===== src/design/ntcrt_pkg.sv =====
// shared types and constants for the thermistor conversion pipeline
package ntcrt_pkg;

   localparam int CSR_INDEX_W = 3;
   localparam int CSR_DATA_W  = 56;
   localparam int TERM_W      = 62;
   localparam int QUOT_W      = 18;
   localparam int DIV_STAGES  = QUOT_W + 2;

   typedef enum logic [CSR_INDEX_W-1:0] {
      CSR_A_COEF    = 3'd0,
      CSR_B_COEF    = 3'd1,
      CSR_C_COEF    = 3'd2,
      CSR_INV_T_REF = 3'd3,
      CSR_INV_BETA  = 3'd4,
      CSR_LN_R_REF  = 3'd5
   } csr_index_type;

   typedef enum logic [1:0] {
      ST_OK       = 2'd0,
      ST_ZERO     = 2'd1,
      ST_SH_BAD   = 2'd2,
      ST_BETA_BAD = 2'd3
   } status_type;

   typedef struct packed {
      logic valid;
      logic zero;
   } side_type;

   typedef struct packed {
      logic valid;
      logic zero;
      logic sh_ok;
      logic b_ok;
   } tail_type;

   localparam logic [63:0]       LN2_Q64      = 64'hB17217F7D1CF79AB;
   localparam logic [TERM_W-1:0] TERM_SAT     = 62'h2000_0000_0000_0000;
   localparam logic [63:0]       CENTI_NUM    = 64'd100 << 52;
   localparam logic [17:0]       KELVIN_CENTI = 18'd27315;
   localparam logic [17:0]       TEMP_MAX     = 18'd100000;
   localparam logic [17:0]       Q_MAX        = 18'd127315;
   localparam logic signed [18:0] DIFF_LIM    = 19'sd20000;

endpackage


===== src/design/ntcrt_mul.sv =====
// three-stage product from four partial products, shifted right and saturated
module ntcrt_mul #(
   parameter int WA    = 32,
   parameter int WB    = 32,
   parameter int SHIFT = 24
) (
   input  logic                          clock,
   input  logic                          en,
   input  logic [WA-1:0]                 a,
   input  logic [WB-1:0]                 b,
   output logic [ntcrt_pkg::TERM_W-1:0] p
);

   localparam int AL = WA / 2;
   localparam int AH = WA - AL;
   localparam int BL = WB / 2;
   localparam int BH = WB - BL;
   localparam int PW = WA + WB;
   localparam int XW = (PW > ntcrt_pkg::TERM_W) ? PW : ntcrt_pkg::TERM_W;

   logic [AL+BL-1:0] pll_ff;
   logic [AL+BH-1:0] plh_ff;
   logic [AH+BL-1:0] phl_ff;
   logic [AH+BH-1:0] phh_ff;
   logic [PW-1:0]    s1_ff;
   logic [PW-1:0]    s2_ff;
   logic [PW-1:0]    full_in;
   logic [XW-1:0]    shifted_in;
   logic [ntcrt_pkg::TERM_W-1:0] p_in;
   logic [ntcrt_pkg::TERM_W-1:0] p_ff;

   always_comb begin
      full_in    = s1_ff + s2_ff;
      shifted_in = XW'(full_in >> SHIFT);
      if (shifted_in > XW'(ntcrt_pkg::TERM_SAT)) begin
         p_in = ntcrt_pkg::TERM_SAT;
      end else begin
         p_in = shifted_in[ntcrt_pkg::TERM_W-1:0];
      end
   end

   always_ff @(posedge clock) begin
      if (en) begin
         pll_ff <= a[AL-1:0] * b[BL-1:0];
         plh_ff <= a[AL-1:0] * b[WB-1:BL];
         phl_ff <= a[WA-1:AL] * b[BL-1:0];
         phh_ff <= a[WA-1:AL] * b[WB-1:BL];
         s1_ff  <= PW'(pll_ff) + (PW'(plh_ff) << BL);
         s2_ff  <= (PW'(phl_ff) << AL) + (PW'(phh_ff) << (AL + BL));
         p_ff   <= p_in;
      end
   end

   assign p = p_ff;

endmodule


===== config.mk =====
export PLATFORM = sky130hd
export DESIGN_NAME = ntcrt_mul
export DESIGN_NICKNAME = d
export VERILOG_FILES = /design/src/design/ntcrt_pkg.sv /design/src/design/ntcrt_mul.sv
export SDC_FILE = /design/constraint.sdc
export NUM_CORES = 2
export LEC_CHECK = 0
export ABC_AREA = 1
export BUFFER_PORTS_ARGS = -buffer_cell sky130_fd_sc_hd__buf_2
export CORE_ASPECT_RATIO = 1.2
export CORE_MARGIN = 4
export CORE_UTILIZATION = 24
export CTS_BUF_LIST = sky130_fd_sc_hd__clkbuf_8
export CTS_CLUSTER_DIAMETER = 40
export DETAILED_ROUTE_END_ITERATION = 12
export GPL_TIMING_DRIVEN = 0
export PLACE_DENSITY = 0.37
export SLEW_MARGIN = 20
export SYNTH_ARGS = -nofsm -noshare
export SYNTH_HDL_FRONTEND = slang
export SYNTH_SLANG_ARGS = --single-unit

===== constraint.sdc =====
create_clock -name clock -period 6.77 [get_ports clock]
set_input_delay 0.3385 -clock clock [delete_from_list [all_inputs] [get_ports clock]]
set_output_delay 0.3385 -clock clock [all_outputs]
set_load 0.1 [all_outputs]

==> metrics.txt <==
fraction of layout cells with a size suffix above 1 3.96%; largest net degree at the start of global routing 95; DIE HEIGHT 504 um; Initial Util 24.2%; grt total ovfl 0; Total GRT Usage 18.6%; Final ANT Viol Nets 0; warnings from Yosys 0; Worst EP arrival 6.81 ns; core area 203000 um^2; final setup skew 0.0339 ns; maximum clock rate 154 MHz; DIE WIDTH 421 um; hold buffers post-CTS 0; total of max-cap violations 0; final period utilization 96.2%; r2r setup slk 4.36 ns; Layout Nets 7957; Synth area leader fa_1; first-pass GRT wire length 292000 um; worst hold slack 0.150 ns; worst skew pair latency 0.59 ns; top post-synthesis cells by count nand2_1 (1941), inv_1 (1743), fa_1 (777); Async S/R FF share, synth 0%; CP endpoint kind flop; Die ar. 212000 um^2; gp weighted congestion 0.885; syn avg cell area 7.60 um^2; initial antenna violation count 26; via count 40500; Slew HR 16.1%; total CTS buffers 37; top cells by area, synth fa_1 (32%), nand2_1 (15%), edfxtp_1 (14%); Post-Synthesis Cell Area 49200 um^2; hpwl dp 169000 um; Post CTS Setup Buffer Count 0; io pins 128; Setup violations, final 0; htree depth 2; vias in the first global route 44000; post-cts gate resize count 0; Main synth FF type edfxtp_1; unrepaired setup endpoints after global routing no; count of cell types in the netlist 42; Reg clk slew, reported paths 0.06 ns; flops & latches, synth 233; Layout area overhead 9.70%; Slew Viols, Final 0; DRC 0; register area share after synthesis 14.2%; CP startpoint kind primary input; clk sinks 233; DRT iter0 DRCs 2069; Root Buffer clkbuf_8; WL per Instance 21.2 um; Final Hold Vio Count 0; Layout fillers 22600; CTS tree built; Max Root-Sink Buffers 3; post-route minimum period 6.51 ns; Worst EP required 7.07 ns; Core Rows 181; Vias/cell 4.34; Crit Path Max Fanout 10; Hold Path Class in2reg; number of synthesized flops with an enable pin 233; final wirelength 198000 um; most common cell in the synthesized netlist nand2_1; share of the synthesized area in the top cell type 31.6%; Worst-Margin Slew 1.26 ns; I/O Buffers 105; status finished, final reports clean; Mapped Cells 6470; critical setup path kind in2reg; First-pass DRT Iterations 7
## state kept, by name, indices dropped and copies added, names as in the netlist
| register | cells |
|---|---|
| s2_ff | 48 |
| s1_ff | 33 |
| phh_ff | 32 |
| phl_ff | 32 |
| pll_ff | 16 |
| p | 40 |
| plh_ff | 32 |
## cell families (layout without fill, tap and decap cells)
group                    count (synthesis)  after routing  synth area share, %
flip-flops                             233            233                 14.2
AO/OA/AOI/OAI                          336            336                 3.73
buffers and inverters                 1964           2137                 15.2
AND/OR/NAND/NOR                       2560           2560                 20.9
adder cells (fa/ha/maj)               1254           1254                 43.8
XOR/XNOR                               122            122                 2.17
other                                    1             32              0.00763
## stage by stage
step | cells | worst slack, ns | area (um^2) | TNS (ns) | util [%]
2_1_floorplan | 6491 | 1.56 | 49200 | 0 | -
3_3_place_gp | 9249 | -0.409 | 53100 | -6.43 | 26.1
3_5_place_dp | 9251 | -0.367 | 53200 | -2.66 | 26.2
4_1_cts | 9317 | 0.258 | 53900 | 0 | 26.5
5_1_grt | 9322 | 0.0421 | 53900 | 0 | 26.5
6_report | 9327 | 0.258 | 53900 | 0 | 26.5
## routing by layer
layer | GRT usage, % | routed length [um] | vias up
li1 | - | - | 19300
met4 | 6.63 | 8510 | 2
met2 | 34.2 | 100000 | 851
met3 | 1.29 | 6420 | 254
met1 | 22.8 | 82900 | 20000
met5 | 0 | 13 | -
## placed cells by master (no fill, tap or decap), types with 12 or more instances in the layout
master | netlist | final
nor2_1 | 279 | 279
clkbuf_8 | 0 | 37
nand4_1 | 47 | 47
nand3_1 | 179 | 179
ha_1 | 477 | 477
buf_4 | 22 | 22
clkbuf_2 | 0 | 27
edfxtp_1 | 233 | 233
buf_2 | 0 | 104
xor2_1 | 95 | 95
conb_1 | 1 | 22
a21oi_1 | 191 | 191
clkbuf_1 | 192 | 165
nor2_2 | 13 | 13
inv_1 | 1743 | 1749
o21bai_1 | 20 | 20
nand2_1 | 1941 | 1941
xnor2_1 | 27 | 27
o21ai_0 | 86 | 86
fa_1 | 777 | 777
nor3_1 | 39 | 39
nand3b_1 | 12 | 12
a21o_1 | 15 | 15
## path summary, 6_finish.rpt
check,start,cells after the start,to
max,a[23],22,phl_ff[23]$_DFFE_PP_
min,a[16],3,phh_ff[0]$_DFFE_PP_
max reg2reg,s1_ff[28]$_DFFE_PP_,10,p[21]$_DFFE_PP_
min reg2reg,phl_ff[8]$_DFFE_PP_,0,s2_ff[24]$_DFFE_PP_
## cell type report
type,count,area [um^2],share of cell area (%)
Multi-Input combinational cell,4294,34800,64.5
Sequential cell,233,7000,13.0
Inverter,1750,6570,12.2
Tap cell,2653,3320,6.16
Buffer,214,920,1.71
Timing Repair Buffer,107,591,1.10
Clock buffer,37,509,0.944
Clock inverter,29,210,0.390
Antenna cell,10,25.0,0.0464
## critical path, stage by stage
cell	delay (ns)
buf_2	0.31
clkbuf_1	0.74
nand2_1	0.18
fa_1	0.58
inv_1	0.06
fa_1	0.49
inv_1	0.05
fa_1	0.52
inv_1	0.05
fa_1	0.45
fa_1	0.49
inv_1	0.06
fa_1	0.48
inv_1	0.06
ha_1	0.36
a21oi_1	0.25
inv_1	0.06
a21oi_1	0.28
nand3_1	0.29
nand2_1	0.13
nand2_1	0.06
xor2_1	0.50
Power is not shown: default switching activity piles up to over one toggle a cycle in this logic, so the estimate is an artifact.
