===== config.mk =====
export PLATFORM = sky130hd
export DESIGN_NAME = ntcrt_div
export DESIGN_NICKNAME = d
export VERILOG_FILES = /design/src/design/ntcrt_pkg.sv /design/src/design/ntcrt_div.sv
export SDC_FILE = /design/constraint.sdc
export NUM_CORES = 2
export LEC_CHECK = 0
export BUFFER_PORTS_ARGS = -buffer_cell sky130_fd_sc_hd__buf_4
export CORE_ASPECT_RATIO = 1.25
export CORE_MARGIN = 3
export CORE_UTILIZATION = 65
export DETAILED_ROUTE_END_ITERATION = 12
export PLACE_DENSITY_LB_ADDON = 0.3
export SYNTH_ARGS = -nofsm -noshare
export SYNTH_HDL_FRONTEND = slang
export SYNTH_SLANG_ARGS = --single-unit

===== constraint.sdc =====
create_clock -name clock -period 5.2 [get_ports clock]
set_clock_uncertainty 0.2 [all_clocks]
set_input_delay 0.52 -clock clock [delete_from_list [all_inputs] [get_ports clock]]
set_output_delay 0.52 -clock clock [all_outputs]
set_load 0.1 [all_outputs]

===== src/design/ntcrt_pkg.sv =====
// shared types and constants for the thermistor conversion pipeline
package ntcrt_pkg;

   localparam int CSR_INDEX_W = 3;
   localparam int CSR_DATA_W  = 56;
   localparam int TERM_W      = 62;
   localparam int QUOT_W      = 18;
   localparam int DIV_STAGES  = QUOT_W + 2;

   typedef enum logic [CSR_INDEX_W-1:0] {
      CSR_A_COEF    = 3'd0,
      CSR_B_COEF    = 3'd1,
      CSR_C_COEF    = 3'd2,
      CSR_INV_T_REF = 3'd3,
      CSR_INV_BETA  = 3'd4,
      CSR_LN_R_REF  = 3'd5
   } csr_index_type;

   typedef enum logic [1:0] {
      ST_OK       = 2'd0,
      ST_ZERO     = 2'd1,
      ST_SH_BAD   = 2'd2,
      ST_BETA_BAD = 2'd3
   } status_type;

   typedef struct packed {
      logic valid;
      logic zero;
   } side_type;

   typedef struct packed {
      logic valid;
      logic zero;
      logic sh_ok;
      logic b_ok;
   } tail_type;

   localparam logic [63:0]       LN2_Q64      = 64'hB17217F7D1CF79AB;
   localparam logic [TERM_W-1:0] TERM_SAT     = 62'h2000_0000_0000_0000;
   localparam logic [63:0]       CENTI_NUM    = 64'd100 << 52;
   localparam logic [17:0]       KELVIN_CENTI = 18'd27315;
   localparam logic [17:0]       TEMP_MAX     = 18'd100000;
   localparam logic [17:0]       Q_MAX        = 18'd127315;
   localparam logic signed [18:0] DIFF_LIM    = 19'sd20000;

endpackage


===== src/design/ntcrt_div.sv =====
// restoring divider for the rounded centikelvin quotient, one bit per stage
module ntcrt_div (
   input  logic                          clock,
   input  logic                          en,
   input  logic [62:0]                   d,
   output logic [ntcrt_pkg::QUOT_W-1:0] q,
   output logic                          ovf
);

   localparam int QW = ntcrt_pkg::QUOT_W;

   logic [63:0]   n_ff;
   logic [62:0]   dp_ff;
   logic [63:0]   rem_ff [QW+1];
   logic [62:0]   dd_ff  [QW+1];
   logic [QW-1:0] q_ff   [QW+1];
   logic          ovf_ff [QW+1];
   logic          ovf_in;

   assign ovf_in = {18'b0, n_ff} >= ({19'b0, dp_ff} << QW);

   always_ff @(posedge clock) begin
      if (en) begin
         n_ff      <= ntcrt_pkg::CENTI_NUM + 64'(d >> 1);
         dp_ff     <= d;
         rem_ff[0] <= n_ff;
         dd_ff[0]  <= dp_ff;
         q_ff[0]   <= '0;
         ovf_ff[0] <= ovf_in;
      end
   end

   for (genvar j = 0; j < QW; j++) begin : g_bit
      logic [81:0] dsh;
      logic        ge;
      assign dsh = {19'b0, dd_ff[j]} << (QW - 1 - j);
      assign ge  = {18'b0, rem_ff[j]} >= dsh;
      always_ff @(posedge clock) begin
         if (en) begin
            rem_ff[j+1] <= ge ? rem_ff[j] - dsh[63:0] : rem_ff[j];
            dd_ff[j+1]  <= dd_ff[j];
            q_ff[j+1]   <= {q_ff[j][QW-2:0], ge};
            ovf_ff[j+1] <= ovf_ff[j];
         end
      end
   end

   assign q   = q_ff[QW];
   assign ovf = ovf_ff[QW];

endmodule


==> summary.txt <==
Min path
  – Min-Delay Path Class: in2reg
  – Hold wc startpoint: d[21]

Timing
  – Final setup vio count: 1
  – Achievable clock frequency: 0.191 GHz
  – Final period util: 1.00
  – Pins Over Slew Limit: 2
  – Final hold slack: 0.125 ns
  – RSZ-0062 raised after global routing: no
  – Final Hold Vio Count: 0
  – Final setup margin: -0.0237 ns
  – Final worst path period need: 5.22 ns
  – Tightest Pin Transition: 1.51 ns
  – Slew HR: -0.0170

Routing
  – # DRC: 3
  – Iteration count of the initial detailed-routing pass: 12
  – Total wire length: 437 mm
  – Detailed Route Iter0 Violations: 10,800
  – Via/cell ratio: 6.55
  – Vias: 108,000
  – Routed WL per cell: 26.4 µm
  – Antenna-violating nets left: 0

Synthesis
  – EDFF count, synth: 2,340
  – Mean Syn Cell Area: 10.6 µm²
  – Post-synth top flop: edfxtp_1
  – Mapped Nets: 14,400
  – Cell taking the most area after synthesis: edfxtp_1
  – Yosys reg bits: 2,340
  – Sequential area share after synthesis: 0.501
  – Yosys warns: 0
  – Cells after synthesis: 13,300
  – Synth Cell Area: 140,000 µm²
  – Cell variety after synth: 103
  – Most frequent cell after synthesis: edfxtp_1
  – Asr flop ratio synth: 0
  – Post-synth top area share: 0.501
  – Top cells by count, synth: 2,340 x edfxtp_1, 1,281 x inv_1, 1,157 x nand2_1, 1,119 x a21oi_1, 1,043 x ha_1
  – Synth area leaders: edfxtp_1 50%, ha_1 9.3%, a21oi_1 4.0%, o21ai_0 3.5%, inv_1 3.4%

Critical path
  – Type of origin of the critical path: register
  – Worst EP required: 5.54 ns
  – CP startpoint: dd_ff[9][7]
  – CP Capture Type: register
  – R2r setup slk: -0.02 ns
  – Critical Path AT: 5.56 ns
  – WS Path Type: reg2reg
  – Critical path peak fanout: 6
  – R2r startpoint: dd_ff[9][7]

Layout
  – Final instance area: 153,000 µm²
  – Layout cells sized above 1: 0.0837
  – Post-route insts no fill: 16,500
  – Syn-to-layout area delta: 9.46%
  – Core Util, Final: 0.716
  – Final #Nets: 14,600

GRT
  – All-layer global routing usage: 0.385
  – Initial antenna violation count: 30
  – GRT overflow: 0
  – Vias in the first global route: 108,000
  – Largest net degree at the start of global routing: 169
  – First-pass GRT wire length: 648 mm

Clock tree
  – CTS buffer count: 231
  – Clk pin slew, worst setup/hold paths: 0.07 ns
  – CTS HTree Levels: 4
  – Root buffer selected by CTS: clkbuf_16
  – CTS tree: yes
  – Clk_lat worst skew: 0.93 ns
  – CTS sink cnt: 2,340
  – Clock buffer depth: 4

Floorplanning
  – I/O pins: 84
  – Die W: 421 µm
  – Die Ht: 525 µm
  – Initial Util: 0.654
  – CORE AREA: 214,000 µm²
  – Std-Cell Rows: 190
  – Area of the die: 221,000 µm²

Placement
  – HPWL Detailed: 334 mm
  – PortBufs: 83
  – RD Place Congestion: 1.08
  – Placed Cells: 16,000
  – Dpl cell area: 145,000 µm²

Power
  – Pleak: 64.4 nW
  – Maximum vdd drop: 0.416 mV
  – Pwr Total: 50.8 mW
  – Pwr dens: 331 nW/µm²

Outcome
  – Violated checks: design-rule violations, max-capacitance violations, max-slew violations, negative setup slack
  – Status: finished with violations

Job
  – Max_cap viols: 1
where the power goes:
part	internal (mW)	switching, mW	leakage [nW]
sequential	22.3	1.10	22.9
clock	9.61	7.44	3.63
combinational	4.04	6.39	37.8
layout make-up:
type                       instances  area (µm²)
antenna                           33        82.6
clock buffer                     270        5970
clock inverter                   153        1590
fill                           14900       61000
inverter                        1283        4820
multi-input combinational       9147       63300
sequential                      2340       70300
tap                             2880        3600
timing repair buffer             431        3850
worst paths after layout:
check,end,depth (start not counted)
hold reg to reg,q_ff[5][4],0
hold / removal,dp_ff[21],2
setup / recovery,rem_ff[10][36],13
setup reg to reg,rem_ff[10][36],13
repair_timing:
action | 4_1_cts | 5_1_grt
buffers inserted | 0 | 5
hold buffers | 64 | 0
endpoints found under the setup margin | 2 | 36
endpoints found under the hold margin | 80 | 0
gates resized for setup | 1 | 6
sequential cells by signal (all words and copies together) (netlist names):
| signal | count |
|---|---|
| q_ff | 171 |
| dp_ff | 63 |
| n_ff | 9 |
| ovf_ff | 19 |
| dd_ff | 1134 |
| rem_ff | 944 |
critical path: stages, from the launching register on:
cell	delay, ns
edfxtp_1	0.91
inv_1	0.18
ha_1	0.43
a21oi_1	0.15
o21ai_0	0.11
a221oi_1	0.41
a21boi_0	0.37
o21bai_1	0.10
a21o_1	0.29
a21boi_0	0.46
o21bai_1	0.12
a21oi_1	0.22
xor2_1	0.09
o21ai_0	0.83
cells in the final DEF, fill, tap and decap left out, types with 119 or more instances in the layout:
master / Yosys / final
nor2_1: 600 / 600
nor2b_1: 137 / 137
clkbuf_16: 0 / 233
xnor2_1: 488 / 488
nand2_1: 1157 / 1157
buf_4: 5 / 329
a31oi_1: 136 / 134
inv_1: 1281 / 1280
ha_1: 1043 / 1043
o21a_1: 120 / 119
a21o_1: 633 / 631
a21oi_1: 1119 / 1119
mux2_2: 298 / 298
nor3_1: 156 / 155
o21ai_0: 983 / 973
edfxtp_1: 2340 / 2340
xor2_1: 344 / 344
o21bai_1: 197 / 197
nand3_1: 198 / 198
nand4_1: 300 / 300
per-layer routing:
metal	up-vias	track usage	wire [µm]
met1	51400	0.391	141000
li1	49100	-	-
met3	2009	0.0677	29900
met5	-	0	55
met4	8	0.365	51600
met2	5787	0.666	214000
per-stage QoR:
stage,setup WS [ns],setup TNS (ns)
after global routing,0.0295,0
after floorplan,1.33,0
final,-0.0237,-0.0237
after CTS,0.0712,0
after global placement,-1.16,-4.59
after detailed placement,-0.314,-0.459
cells by family after synthesis:
| family | after synthesis | synth area share |
|---|---|---|
| compound gates | 3801 | 0.169 |
| simple gates | 3116 | 0.107 |
| flops | 2340 | 0.501 |
| buf+inv | 1771 | 0.0486 |
| fa+ha+maj | 1060 | 0.0955 |
| xor+xnor | 832 | 0.0520 |
| mux | 338 | 0.0272 |
Power figures use the tool's default switching activity.
